**config.mk**
```make
export PLATFORM = sky130hd
export DESIGN_NAME = ack_retransmit_sender
export DESIGN_NICKNAME = d
export VERILOG_FILES = /design/src/ars_pkg.sv /design/src/ack_retransmit_sender.sv /design/src/ars_ctrl.sv /design/src/ars_datapath.sv
export SDC_FILE = /design/constraint.sdc
export NUM_CORES = 1
export LEC_CHECK = 0
export BUFFER_PORTS_ARGS = -buffer_cell sky130_fd_sc_hd__buf_4
export CAP_MARGIN = 10
export CORE_UTILIZATION = 55
export CTS_CLUSTER_DIAMETER = 50
export DETAILED_ROUTE_END_ITERATION = 8
export PLACE_DENSITY = 0.85
export REMOVE_ABC_BUFFERS = 1
export SYNTH_ARGS = -nofsm -noshare
export SYNTH_HDL_FRONTEND = slang
export SYNTH_HIERARCHICAL = 1
export SYNTH_SLANG_ARGS = --single-unit
```
**constraint.sdc**
```tcl
create_clock -name clock -period 5.7 [get_ports clock]
set_clock_uncertainty 0.05 [all_clocks]
set_input_delay 0 -clock clock [delete_from_list [all_inputs] [get_ports clock]]
set_output_delay 0 -clock clock [all_outputs]
set_load 0.005 [all_outputs]
```
**src/ars_pkg.sv**
```systemverilog
// ----------------------------------------------------------------------------
// ars_pkg
// Shared types and constants for the retransmitting sender.
// ----------------------------------------------------------------------------
package ars_pkg;

   localparam int unsigned OP_W    = 3;
   localparam int unsigned CH_W    = 2;
   localparam int unsigned ST_W    = 3;
   localparam int unsigned CNT_W   = 8;
   localparam int unsigned MASK_W  = 4;
   localparam int unsigned ADDR_W  = 4;
   localparam int unsigned DATA_W  = 32;

   localparam logic [OP_W-1:0] OP_TICK   = 3'd0;
   localparam logic [OP_W-1:0] OP_ACK    = 3'd1;
   localparam logic [OP_W-1:0] OP_NACK   = 3'd2;
   localparam logic [OP_W-1:0] OP_TOGGLE = 3'd3;
   localparam logic [OP_W-1:0] OP_CLEAR  = 3'd4;
   localparam logic [OP_W-1:0] OP_START  = 3'd5;

   localparam logic [ST_W-1:0] ST_INIT  = 3'd0;
   localparam logic [ST_W-1:0] ST_READY = 3'd1;
   localparam logic [ST_W-1:0] ST_TX    = 3'd2;
   localparam logic [ST_W-1:0] ST_WAIT  = 3'd3;
   localparam logic [ST_W-1:0] ST_END   = 3'd4;

   localparam logic [1:0] REG_TIMEOUT   = 2'd0;
   localparam logic [1:0] REG_RETRY     = 2'd1;
   localparam logic [1:0] REG_CYCLIC    = 2'd2;
   localparam logic [1:0] REG_ACK_CHECK = 2'd3;

   localparam logic [CNT_W-1:0]  TIMEOUT_RST   = 8'd10;
   localparam logic [CNT_W-1:0]  RETRY_RST     = 8'd3;
   localparam logic [MASK_W-1:0] CYCLIC_RST    = 4'hf;
   localparam logic [MASK_W-1:0] ACK_CHECK_RST = 4'h0;

   typedef struct packed {
      logic capture;
      logic execute;
   } cmd_type;

   typedef struct packed {
      logic [CNT_W-1:0]  timeout_reload;
      logic [CNT_W-1:0]  retry_limit;
      logic [MASK_W-1:0] cyclic_mask;
      logic [MASK_W-1:0] ack_check_mask;
   } cfg_type;

endpackage

```
**src/ack_retransmit_sender.sv**
```systemverilog
// ----------------------------------------------------------------------------
// ack_retransmit_sender
// Stop-and-wait sender for a table of message channels, with CSR block.
// ----------------------------------------------------------------------------
// The controller captures a request word, then commits it to the channel table
// and the result register; no new word is taken until the commit is done.
// A stalled result holds the commit until the result register is taken.
// Reset (synchronous): channels to init, counters and CSRs to defaults,
// flags cleared, no result pending.
module ack_retransmit_sender #(
   parameter int unsigned CHANNELS = 4
) (
   input  logic                          clock,
   input  logic                          reset,
   input  logic                          req_valid,
   output logic                          req_ready,
   input  logic [ars_pkg::OP_W-1:0]      req_op,
   input  logic [ars_pkg::CH_W-1:0]      req_channel,
   input  logic                          req_bus_accept,
   output logic                          rsp_valid,
   input  logic                          rsp_ready,
   output logic [ars_pkg::CH_W-1:0]      rsp_out_channel,
   output logic                          rsp_tx_attempt,
   output logic [ars_pkg::ST_W-1:0]      rsp_state_code,
   output logic                          rsp_active,
   output logic                          rsp_gave_up,
   input  logic                          csr_psel,
   input  logic                          csr_penable,
   input  logic                          csr_pwrite,
   input  logic [ars_pkg::ADDR_W-1:0]    csr_paddr,
   input  logic [ars_pkg::DATA_W-1:0]    csr_pwdata,
   output logic [ars_pkg::DATA_W-1:0]    csr_prdata,
   output logic                          csr_pready
);
   import ars_pkg::*;

   cmd_type cmd;
   cfg_type cfg_ff, cfg_in;
   logic    csr_wr;

   assign csr_pready = 1'b1;
   assign csr_wr     = csr_psel && csr_penable && csr_pwrite;

   always_comb begin
      cfg_in = cfg_ff;
      if (csr_wr) begin
         case (csr_paddr[3:2])
            REG_TIMEOUT:   cfg_in.timeout_reload = csr_pwdata[CNT_W-1:0];
            REG_RETRY:     cfg_in.retry_limit    = csr_pwdata[CNT_W-1:0];
            REG_CYCLIC:    cfg_in.cyclic_mask    = csr_pwdata[MASK_W-1:0];
            REG_ACK_CHECK: cfg_in.ack_check_mask = csr_pwdata[MASK_W-1:0];
            default: begin
            end
         endcase
      end
   end

   always_comb begin
      case (csr_paddr[3:2])
         REG_TIMEOUT:   csr_prdata = DATA_W'(cfg_ff.timeout_reload);
         REG_RETRY:     csr_prdata = DATA_W'(cfg_ff.retry_limit);
         REG_CYCLIC:    csr_prdata = DATA_W'(cfg_ff.cyclic_mask);
         REG_ACK_CHECK: csr_prdata = DATA_W'(cfg_ff.ack_check_mask);
         default:       csr_prdata = '0;
      endcase
   end

   always_ff @(posedge clock) begin
      if (reset) begin
         cfg_ff.timeout_reload <= TIMEOUT_RST;
         cfg_ff.retry_limit    <= RETRY_RST;
         cfg_ff.cyclic_mask    <= CYCLIC_RST;
         cfg_ff.ack_check_mask <= ACK_CHECK_RST;
      end else begin
         cfg_ff <= cfg_in;
      end
   end

   ars_ctrl u_ctrl (
      .clock     (clock),
      .reset     (reset),
      .req_valid (req_valid),
      .req_ready (req_ready),
      .rsp_valid (rsp_valid),
      .rsp_ready (rsp_ready),
      .cmd       (cmd)
   );

   ars_datapath #(
      .CHANNELS (CHANNELS)
   ) u_datapath (
      .clock           (clock),
      .reset           (reset),
      .cmd             (cmd),
      .cfg             (cfg_ff),
      .req_op          (req_op),
      .req_channel     (req_channel),
      .req_bus_accept  (req_bus_accept),
      .rsp_out_channel (rsp_out_channel),
      .rsp_tx_attempt  (rsp_tx_attempt),
      .rsp_state_code  (rsp_state_code),
      .rsp_active      (rsp_active),
      .rsp_gave_up     (rsp_gave_up)
   );

endmodule

```
**src/ars_ctrl.sv**
```systemverilog
// ----------------------------------------------------------------------------
// ars_ctrl
// Handshake controller: captures a request word, then commits it to the
// channel table once the result register is free.
// ----------------------------------------------------------------------------
module ars_ctrl (
   input  logic             clock,
   input  logic             reset,
   input  logic             req_valid,
   output logic             req_ready,
   output logic             rsp_valid,
   input  logic             rsp_ready,
   output ars_pkg::cmd_type cmd
);
   import ars_pkg::*;

   typedef enum logic [1:0] {
      CT_IDLE = 2'b01,
      CT_EXEC = 2'b10
   } ctrl_state_type;

   ctrl_state_type state_ff, state_in;
   logic           rsp_valid_ff, rsp_valid_in;

   always_comb begin
      state_in     = state_ff;
      rsp_valid_in = rsp_valid_ff;
      cmd          = '0;
      req_ready    = 1'b0;
      if (rsp_valid_ff && rsp_ready) begin
         rsp_valid_in = 1'b0;
      end
      case (state_ff)
         CT_IDLE: begin
            req_ready   = 1'b1;
            cmd.capture = req_valid;
            if (req_valid) begin
               state_in = CT_EXEC;
            end
         end
         CT_EXEC: begin
            if (!rsp_valid_ff || rsp_ready) begin
               cmd.execute  = 1'b1;
               rsp_valid_in = 1'b1;
               state_in     = CT_IDLE;
            end
         end
         default: begin
            state_in = CT_IDLE;
         end
      endcase
   end

   always_ff @(posedge clock) begin
      if (reset) begin
         state_ff     <= CT_IDLE;
         rsp_valid_ff <= 1'b0;
      end else begin
         state_ff     <= state_in;
         rsp_valid_ff <= rsp_valid_in;
      end
   end

   assign rsp_valid = rsp_valid_ff;

endmodule

```
**src/ars_datapath.sv**
```systemverilog
// ----------------------------------------------------------------------------
// ars_datapath
// Channel table (state, counters, flags), next-state logic and the result
// register.
// ----------------------------------------------------------------------------
module ars_datapath #(
   parameter int unsigned CHANNELS = 4
) (
   input  logic                        clock,
   input  logic                        reset,
   input  ars_pkg::cmd_type            cmd,
   input  ars_pkg::cfg_type            cfg,
   input  logic [ars_pkg::OP_W-1:0]    req_op,
   input  logic [ars_pkg::CH_W-1:0]    req_channel,
   input  logic                        req_bus_accept,
   output logic [ars_pkg::CH_W-1:0]    rsp_out_channel,
   output logic                        rsp_tx_attempt,
   output logic [ars_pkg::ST_W-1:0]    rsp_state_code,
   output logic                        rsp_active,
   output logic                        rsp_gave_up
);
   import ars_pkg::*;

   localparam int unsigned CIDX_W = (CHANNELS > 1) ? $clog2(CHANNELS) : 1;

   // captured request word
   logic [OP_W-1:0] op_ff;
   logic [CH_W-1:0] ch_ff;
   logic            accept_ff;

   // channel table
   logic [ST_W-1:0]  cs_ff [CHANNELS];
   logic [ST_W-1:0]  cs_in [CHANNELS];
   logic [CNT_W-1:0] wc_ff [CHANNELS];
   logic [CNT_W-1:0] wc_in [CHANNELS];
   logic [CNT_W-1:0] rl_ff [CHANNELS];
   logic [CNT_W-1:0] rl_in [CHANNELS];
   logic [CHANNELS-1:0] act_ff, act_in;
   logic [CHANNELS-1:0] ack_ff, ack_in;

   // result register
   logic [CH_W-1:0] ochan_ff, ochan_in;
   logic            tx_ff, tx_in;
   logic [ST_W-1:0] code_ff, code_in;
   logic            oact_ff, oact_in;
   logic            gave_ff, gave_in;

   logic [CIDX_W+CH_W-1:0] ch_ext;
   logic [CIDX_W-1:0]      ch_idx;
   logic                   ch_ok;
   logic [CHANNELS-1:0]    cyc_vec;

   logic [ST_W-1:0]  cs_rd, ns;
   logic [CNT_W-1:0] wc_rd, nw;
   logic [CNT_W-1:0] rl_rd, nr;
   logic             act_rd, na;
   logic             ack_rd, nk;
   logic             tx, gave;
   logic             cyc_bit, chk_bit;

   assign ch_ext = {{CIDX_W{1'b0}}, ch_ff};
   assign ch_idx = ch_ext[CIDX_W-1:0];
   assign ch_ok  = 32'(ch_ff) < CHANNELS;

   for (genvar g = 0; g < CHANNELS; g++) begin : g_cyc
      if (g < MASK_W) begin : g_in
         assign cyc_vec[g] = cfg.cyclic_mask[g];
      end else begin : g_out
         assign cyc_vec[g] = 1'b0;
      end
   end

   assign cs_rd   = cs_ff[ch_idx];
   assign wc_rd   = wc_ff[ch_idx];
   assign rl_rd   = rl_ff[ch_idx];
   assign act_rd  = act_ff[ch_idx];
   assign ack_rd  = ack_ff[ch_idx];
   assign cyc_bit = cfg.cyclic_mask[ch_ff];
   assign chk_bit = cfg.ack_check_mask[ch_ff];

   // single-channel step
   always_comb begin
      ns   = cs_rd;
      nw   = wc_rd;
      nr   = rl_rd;
      na   = act_rd;
      nk   = ack_rd;
      tx   = 1'b0;
      gave = 1'b0;
      case (op_ff)
         OP_TICK: begin
            case (cs_rd)
               ST_INIT: begin
                  nw = cfg.timeout_reload;
                  if (act_rd) begin
                     ns = ST_READY;
                  end
               end
               ST_READY: begin
                  nr = cfg.retry_limit;
                  ns = ST_TX;
               end
               ST_TX: begin
                  nw = cfg.timeout_reload;
                  nk = 1'b0;
                  tx = 1'b1;
                  ns = accept_ff ? ST_WAIT : ST_TX;
               end
               ST_WAIT: begin
                  if (!chk_bit) begin
                     ns = ST_TX;
                  end else if (wc_rd != '0) begin
                     if (ack_rd) begin
                        if (cyc_bit) begin
                           ns = ST_TX;
                        end else begin
                           ns = ST_INIT;
                           na = 1'b0;
                        end
                     end
                     nw = wc_rd - 1'b1;
                  end else if (rl_rd != '0) begin
                     ns = ST_READY;
                     nr = rl_rd - 1'b1;
                  end else begin
                     ns   = ST_END;
                     gave = 1'b1;
                  end
               end
               default: begin
                  ns = ST_INIT;
               end
            endcase
         end
         OP_ACK: begin
            nk = 1'b1;
         end
         OP_NACK: begin
            nk = 1'b0;
            nw = '0;
         end
         OP_TOGGLE: begin
            na = ~act_rd;
         end
         default: begin
         end
      endcase
   end

   // table update and result
   always_comb begin
      cs_in    = cs_ff;
      wc_in    = wc_ff;
      rl_in    = rl_ff;
      act_in   = act_ff;
      ack_in   = ack_ff;
      ochan_in = ch_ff;
      tx_in    = 1'b0;
      code_in  = '0;
      oact_in  = 1'b0;
      gave_in  = 1'b0;
      if (op_ff == OP_CLEAR || op_ff == OP_START) begin
         if (op_ff == OP_CLEAR) begin
            ack_in = '0;
         end else begin
            act_in = cyc_vec;
         end
         ochan_in = '0;
         code_in  = cs_ff[0];
         oact_in  = act_in[0];
      end else if (ch_ok) begin
         cs_in[ch_idx]  = ns;
         wc_in[ch_idx]  = nw;
         rl_in[ch_idx]  = nr;
         act_in[ch_idx] = na;
         ack_in[ch_idx] = nk;
         tx_in          = tx;
         code_in        = ns;
         oact_in        = na;
         gave_in        = gave;
      end
   end

   always_ff @(posedge clock) begin
      if (cmd.capture) begin
         op_ff     <= req_op;
         ch_ff     <= req_channel;
         accept_ff <= req_bus_accept;
      end
      if (cmd.execute) begin
         ochan_ff <= ochan_in;
         tx_ff    <= tx_in;
         code_ff  <= code_in;
         oact_ff  <= oact_in;
         gave_ff  <= gave_in;
      end
   end

   always_ff @(posedge clock) begin
      if (reset) begin
         for (int i = 0; i < CHANNELS; i++) begin
            cs_ff[i] <= ST_INIT;
            wc_ff[i] <= TIMEOUT_RST;
            rl_ff[i] <= RETRY_RST;
         end
         act_ff <= '0;
         ack_ff <= '0;
      end else if (cmd.execute) begin
         cs_ff  <= cs_in;
         wc_ff  <= wc_in;
         rl_ff  <= rl_in;
         act_ff <= act_in;
         ack_ff <= ack_in;
      end
   end

   assign rsp_out_channel = ochan_ff;
   assign rsp_tx_attempt  = tx_ff;
   assign rsp_state_code  = code_ff;
   assign rsp_active      = oact_ff;
   assign rsp_gave_up     = gave_ff;

endmodule

```
## Word-level counts from Yosys, hierarchy flattened

Cells that the tools add are included.

- Word-level logic and storage cells: 155
- Output and inout port bits: 43
- Bits of input ports: 49
- Flip-flop bits (word level): 125

- Multiplexer cells: 73
- Add/subtract/negate cells: 2
- Reduce and logical (&&, ||, !) cells: 24
- Magnitude comparators: 4
- Bitwise gates (word level): 6
- Eq/ne operators: 17

Operators by type and width:

| cell | count |
|---|---|
| $pmux W32 S4 | 1 |
| $mux W8 | 11 |
| $bwmux W32 | 2 |
| $pmux W8 S2 | 3 |
| $bmux W8 S2 | 2 |
| $mux W3 | 10 |
| $mux W1 | 22 |
| $demux W8 S2 | 1 |
| $mux W4 | 4 |
| $reduce_and A2 Y1 | 8 |
| $reduce_bool A8 Y1 | 2 |
| $sub A8 B1 Y8 const B | 2 |
| $bwmux W12 | 1 |
| $eq A3 B2 Y1 const B | 4 |
| $pmux W3 S4 | 1 |
| $bmux W1 S2 | 4 |
| $bwmux W4 | 2 |
| $bmux W3 S2 | 1 |
| $demux W3 S2 | 1 |
| $eq A2 B2 Y1 const B | 3 |
| $eq A3 B1 Y1 const B | 2 |
| $eq A3 B3 Y1 const B | 2 |
| $logic_not A3 Y1 | 2 |
| $mux W2 | 3 |
| other kinds (19) | 32 |

## Longest topological paths before layout

- Depth after elaboration: 11
- Gate-level depth with buffers: 13
- Mapped depth without buffers: 10

## By module

Netlist, hierarchy kept.

Modules (own cells, without submodules):

| module | area an instance (um2) | instances | sequential area each (um2) | cells an instance |
|---|---|---|---|---|
| ars_datapath | 5,400.2 | 1 | 2,102.0 | 605 |
| ack_retransmit_sender | 1,362.6 | 1 | 480.5 | 140 |
| ars_ctrl | 128.9 | 1 | 60.1 | 12 |

## Worst setup path after synthesis

Ideal clock, no wire load.

- Path type: register to register
- From: register u_datapath.ch_ff[1]
- To: register u_datapath.code_ff[0], in the netlist u_datapath/rsp_state_code[0] (data pin)
- Required time: 5.379 ns
- Library setup time: 0.271 ns
- Period minus slack after synthesis: 3.048 ns
- Path buffers: 2
- Slack: 2.652 ns
- Arrival: 2.727 ns
- Stages on the path, launching flop included: 13
- Path through: edfxtp_1 -> buf_6 -> buf_6 -> mux4_2 -> inv_1 -> ha_1 -> nor2b_1 -> a22o_1 -> nand4_1 -> mux2i_1 -> o22ai_1 -> a22oi_1 -> a21oi_1

- Longest elaborated chain between the ends: 11
- Elaborated cells between the ends (all ways): 30
- Those cells by class: eq/ne: 3; mux: 23; bitwise: 1; reduce/logical: 3

RTL lines:

| element | line | source |
|---|---|---|
| start: declaration | ars_datapath.sv:28 | `logic [CH_W-1:0] ch_ff;` |
| start signal: assignment | ars_datapath.sv:187 | `ch_ff <= req_channel;` |
| $not A2 Y3 (not written as such) | ars_datapath.sv:73, ars_datapath.sv:74, ars_datapath.sv:75 |  |
| $bmux W8 S2 | ars_datapath.sv:75 | `assign rl_rd = rl_ff[ch_idx];` |
| $mux W8 (not written as such) (2 in a row) | ars_datapath.sv:75 |  |
| $reduce_bool A8 Y1 | ars_datapath.sv:122 | `end else if (rl_rd != '0) begin` |
| $mux W3 | ars_datapath.sv:122 |  |
| $mux W3 | ars_datapath.sv:112 | `end else if (wc_rd != '0) begin` |
| $mux W3 | ars_datapath.sv:110 | `if (!chk_bit) begin` |
| $pmux W3 S4 | ars_datapath.sv:92 | `case (cs_rd)` |
| $mux W3 (*) | ars_datapath.sv:90 | `case (op_ff)` |
| $mux W3 (*) | ars_datapath.sv:162 | `if (op_ff == OP_CLEAR \|\| op_ff == OP_START) begin` |
| named net u_datapath.code_in[0] | ars_datapath.sv:44 | `logic [ST_W-1:0] code_ff, code_in;` |
| end signal: assignment | ars_datapath.sv:193 | `code_ff <= code_in;` |
| end: declaration | ars_datapath.sv:44 |  |

Mark *: on every way through the listed nets, which the timed path passes. The rest lies on a longest branch. The select of a mux whose other input is x is not followed.
A chain may end at the register's enable or synchronous reset.

## Final worst setup path

Same ends and word-level chain as after synthesis.

==> tab_implementation.tex <==
\begin{tabular}{lr}
\hline
Metric & Value \\
\hline
\multicolumn{2}{l}{\textbf{Critical path}} \\
\quad WP data arrival & between 4 and 5 ns \\
\quad Endpoint required time on the critical path & between 5 and 6 ns \\
\quad Slowest CP cell & sky130\_fd\_sc\_hd\_\_edfxtp\_1 \\
\quad Max incr delay on CP & 0.83 ns \\
\quad Crit path launch type & flip-flop \\
\quad Critical Path, Cell by Cell & buf\_4 > mux4\_2 > nor2\_1 > nand4\_1 > mux2i\_1 > o22ai\_1 > a22oi\_1 > a21oi\_1 \\
\quad Setup CP Type & flip-flop to flip-flop \\
\quad Critical-path maximum fanout & 30 \\
\quad CP Capture Type & flip-flop \\
\multicolumn{2}{l}{\textbf{Synth}} \\
\quad Primary flip-flop cell chosen by synthesis mapping & sky130\_fd\_sc\_hd\_\_dfxtp\_1 \\
\quad Sequential fraction of the synthesis area & 0.383 \\
\quad Post-synthesis register bit count & 125 \\
\quad Post-synthesis average cell area & 9.10 um\^{}2 \\
\quad Gate count of the mapped netlist & $\sim$760 \\
\quad Async set-reset flop share out of synthesis & 0 \\
\quad Number of flops mapped to enable cells by yosys & 14 \\
\quad Count of unique library cells instantiated by Yosys & 73 \\
\quad Ys Warns & 6 \\
\quad Post-synthesis instance area & just under 7000 um\^{}2 \\
\multicolumn{2}{l}{\textbf{Cells and area}} \\
\quad Nets & between 800 and 900 \\
\quad Final Non-Filler Cells & a little under 1000 \\
\quad Antenna diodes & 0 \\
\quad \# fillers & approximately 1000 \\
\quad Flip-flop and latch area & $\sim$2600 um\^{}2 \\
\quad Area grow syn2layout & 14.4\% \\
\quad Proportion of layout cells with a drive suffix above 1 & 0.153 \\
\quad Area of the multi-input gates & between 3000 and 4000 um\^{}2 \\
\multicolumn{2}{l}{\textbf{Die}} \\
\quad Boundary pin count & 92 \\
\quad Die Outline Area & 13000 um\^{}2 \\
\quad Placeable core area & 12100 um\^{}2 \\
\quad Starting density of the core & 0.569 \\
\quad Die span in x & between 100 and 150 um \\
\quad Die H & about 110 um \\
\quad Row count & 40 \\
\multicolumn{2}{l}{\textbf{Power and ir drop}} \\
\quad Sw Share & 0.221 \\
\quad Total power & roughly 2.2 mW \\
\quad Proportion of power drawn by flip-flops and latches & 0.423 \\
\quad Reported leakage power & about 2.9 nW \\
\quad Pwr Density & 274 nW/um\^{}2 \\
\quad Clock network fraction of design power & 0.510 \\
\quad Share of total power in combinational logic & 0.067 \\
\quad Switching component of the power & about 0.48 mW \\
\quad Worst vdd ir & $\sim$0.00043 V \\
\quad Internal portion of total power & 1.68 mW \\
\multicolumn{2}{l}{\textbf{Detailed routing}} \\
\quad Routed wirelength normalized by instance count & roughly 20 um \\
\quad Vias per cell & 6.32 \\
\quad Number of DRC violations after detailed routing & 0 \\
\quad Drt first-iter violations & approximately 560 \\
\quad Final WL & 19.0 mm \\
\quad Antenna Violating Nets Remaining & 0 \\
\quad Number of vias after detailed routing & about 6100 \\
\quad Number of detailed-route iterations in the first pass & 5 \\
\multicolumn{2}{l}{\textbf{Place}} \\
\quad Total placed cells including tap cells & between 900 and 1000 \\
\quad Final GP Congestion & 0.986 \\
\quad Input/output buffers & 40 \\
\quad Detailed Place HPWL & about 13 mm \\
\multicolumn{2}{l}{\textbf{Global route}} \\
\quad Residual overflow from global routing & 0 \\
\quad Vias in the first global route & 6138 \\
\quad Largest net degree at the start of global routing & 74 \\
\quad Total routing resource utilization after global routing & 0.309 \\
\quad Antenna violations before repair & 0 \\
\quad First-pass GRT wire length & just over 30 mm \\
\multicolumn{2}{l}{\textbf{Timing}} \\
\quad Final setup violation count & 0 \\
\quad Upper clock frequency limit & 253 MHz \\
\quad Max-slew headroom & 0.323 \\
\quad Setup repair after global routing missed its margin & no \\
\quad Setup TNS Final & 0 ns \\
\quad Crit share post-route & 0.692 \\
\quad Number of max-slew violations in the final report & 0 \\
\quad Hold Fails Final Rpt & 0 \\
\quad Minimum period implied by the final worst setup slack & roughly 3.9 ns \\
\quad Actual slew at the worst max-slew pin & about 1.0 ns \\
\multicolumn{2}{l}{\textbf{Clocking}} \\
\quad TritonCTS clock tree & done \\
\quad Clock sink count & $\sim$130 \\
\quad Root buffer cell & sky130\_fd\_sc\_hd\_\_clkbuf\_16 \\
\quad Number of gates resized after cts & 0 \\
\quad Post-CTS Hold Fix Bufs & 17 \\
\quad Maximum count of clock buffers along a single path & 2 \\
\quad Cts bufs inserted & 17 \\
\quad Clock transition at the registers of the reported paths & about 0.06 ns \\
\quad \# Post-CTS Setup Buffers & 0 \\
\quad Worst skew pair latency & roughly 0.42 ns \\
\quad Number of H-tree levels & 4 \\
\multicolumn{2}{l}{\textbf{Min path}} \\
\quad Worst min path class & primary input to flip-flop \\
\multicolumn{2}{l}{\textbf{Run status}} \\
\quad Run status & finished clean \\
\multicolumn{2}{l}{\textbf{Flow run}} \\
\quad Max-capacitance violation count & 0 \\
\hline
\end{tabular}
==> cell usage after synthesis, drive strengths merged (3+ instances only) <==
| cell | n | share of area |
|---|---|---|
| nand2 | 40 | 0.022 |
| inv | 12 | 0.0065 |
| a221o | 4 | 0.0058 |
| nor3 | 22 | 0.020 |
| o311ai | 3 | 0.0049 |
| o21bai | 5 | 0.0054 |
| nand3b | 6 | 0.0065 |
| a211o | 6 | 0.0076 |
| nand2b | 33 | 0.030 |
| and2 | 10 | 0.0091 |
| a31oi | 9 | 0.0082 |
| and3 | 4 | 0.0036 |
| dfxtp | 111 | 0.32 |
| nand4 | 6 | 0.0054 |
| or2 | 6 | 0.0054 |
| mux4 | 27 | 0.089 |
| nor2b | 9 | 0.0082 |
| ha | 3 | 0.0054 |
| clkbuf | 35 | 0.019 |
| o22ai | 9 | 0.0082 |
| nand3 | 10 | 0.0080 |
| a221oi | 3 | 0.0047 |
| o211ai | 4 | 0.0044 |
| o221ai | 3 | 0.0038 |
| a211oi | 47 | 0.051 |
| o31ai | 4 | 0.0073 |
| buf | 43 | 0.044 |
| edfxtp | 14 | 0.061 |
| nor2 | 126 | 0.069 |
| o21ai | 23 | 0.017 |
| o21a | 4 | 0.0044 |
| or3 | 6 | 0.0062 |
| nor4 | 4 | 0.0054 |
| a21oi | 38 | 0.028 |
| mux2i | 37 | 0.054 |
==> power groups by stage <==
stage	clock network, mW	registers (mW)	logic (mW)
2_1_floorplan	0	0.935	0.0693
3_3_place_gp	0	0.931	0.128
3_5_place_dp	0	0.932	0.132
4_1_cts	1.11	0.913	0.142
5_1_grt	1.15	0.915	0.157
6_report	1.10	0.914	0.145
==> layout make-up <==
class,count,area share
multi-input cells,565,0.490
flip-flops and latches,125,0.335
repair buffers,65,0.0673
clock buffers,25,0.0616
well taps,168,0.0267
clock inverters,7,0.0141
inverters,12,0.00571
==> cells in the final DEF (no fill, tap or decap), types with 7 or more instances in the layout <==
cell type / n
sky130_fd_sc_hd__a211oi_1: 47
sky130_fd_sc_hd__a21oi_1: 38
sky130_fd_sc_hd__a31oi_1: 9
sky130_fd_sc_hd__and2_1: 9
sky130_fd_sc_hd__buf_4: 48
sky130_fd_sc_hd__clkbuf_16: 17
sky130_fd_sc_hd__conb_1: 25
sky130_fd_sc_hd__dfxtp_1: 111
sky130_fd_sc_hd__dlygate4sd3_1: 17
sky130_fd_sc_hd__edfxtp_1: 14
sky130_fd_sc_hd__inv_1: 12
sky130_fd_sc_hd__mux2i_1: 37
sky130_fd_sc_hd__mux4_2: 25
sky130_fd_sc_hd__nand2_1: 40
sky130_fd_sc_hd__nand2b_1: 33
sky130_fd_sc_hd__nand3_1: 9
sky130_fd_sc_hd__nor2_1: 124
sky130_fd_sc_hd__nor2b_1: 9
sky130_fd_sc_hd__nor3_1: 15
sky130_fd_sc_hd__nor3_2: 7
sky130_fd_sc_hd__o21ai_0: 18
sky130_fd_sc_hd__o22ai_1: 9
==> layer usage <==
metal  vias to the layer above  global-route usage  share of wire
met5                         -                   0              0
met4                         0               0.158          0.034
met3                        53              0.0664          0.068
met2                       322               0.520           0.49
met1                      2963               0.372           0.41
li1                       2778                   -              -
==> flip-flops by register name (all words and copies together), names as in the netlist, 2 cells and up <==
signal,cells
u_datapath/ack_ff,4
u_datapath/ch_ff,2
u_ctrl/state_ff,2
u_datapath/op_ff,3
cfg_ff,24
u_datapath/rl_ff,32
u_datapath/rsp_state_code,3
u_datapath/act_ff,4
u_datapath/cs_ff,12
u_datapath/rsp_out_channel,2
u_datapath/wc_ff,32
==> per-stage QoR <==
step | hold slack (ns) | util | instance area, um^2 | setup slack (ns)
floorplan | -0.0189 | - | 6540 | 2.01
global placement | 0.129 | 0.588 | 7120 | 1.89
detailed placement | 0.130 | 0.588 | 7120 | 1.81
CTS | 0.00187 | 0.651 | 7890 | 1.80
global route | 0.0406 | 0.651 | 7890 | 1.51
finish | 0.0124 | 0.651 | 7890 | 1.75
==> final timing paths <==
path | startpoint | to | slack (ns) | cells past startpoint
hold / removal | csr_paddr[3] | cfg_ff[22] | 0.01 | 3
hold reg to reg | u_datapath/wc_ff[28] | u_datapath/wc_ff[28] | 0.41 | 2
setup reg to reg | u_datapath/ch_ff[1] | u_datapath/rsp_state_code[0] | 1.75 | 8
setup / recovery | u_datapath/ch_ff[1] | u_datapath/rsp_state_code[0] | 1.75 | 8
==> logic make-up (layout without fill, tap and decap cells) <==
logic type / after synthesis / count (layout) / share of synthesized area
flip-flops: 125 / 125 / 0.383
XOR/XNOR: 1 / 1 / 0.00127
AO/OA/AOI/OAI: 180 / 180 / 0.183
AND/OR/NAND/NOR: 291 / 291 / 0.211
adder cells (fa/ha/maj): 3 / 3 / 0.00545
buffers and inverters: 90 / 109 / 0.0697
multiplexers: 65 / 65 / 0.145
other: 2 / 25 / 0.00109
==> critical path: cells and delay by family (launching register included) <==
family	cells	cell delay, ns
muxes	2	0.90
buffers and inverters	1	0.50
AOI/OAI and AO/OA	3	0.64
DFF	1	0.83
and+or+nand+nor	2	0.76
Note: power is estimated with default switching activity, not from simulation.
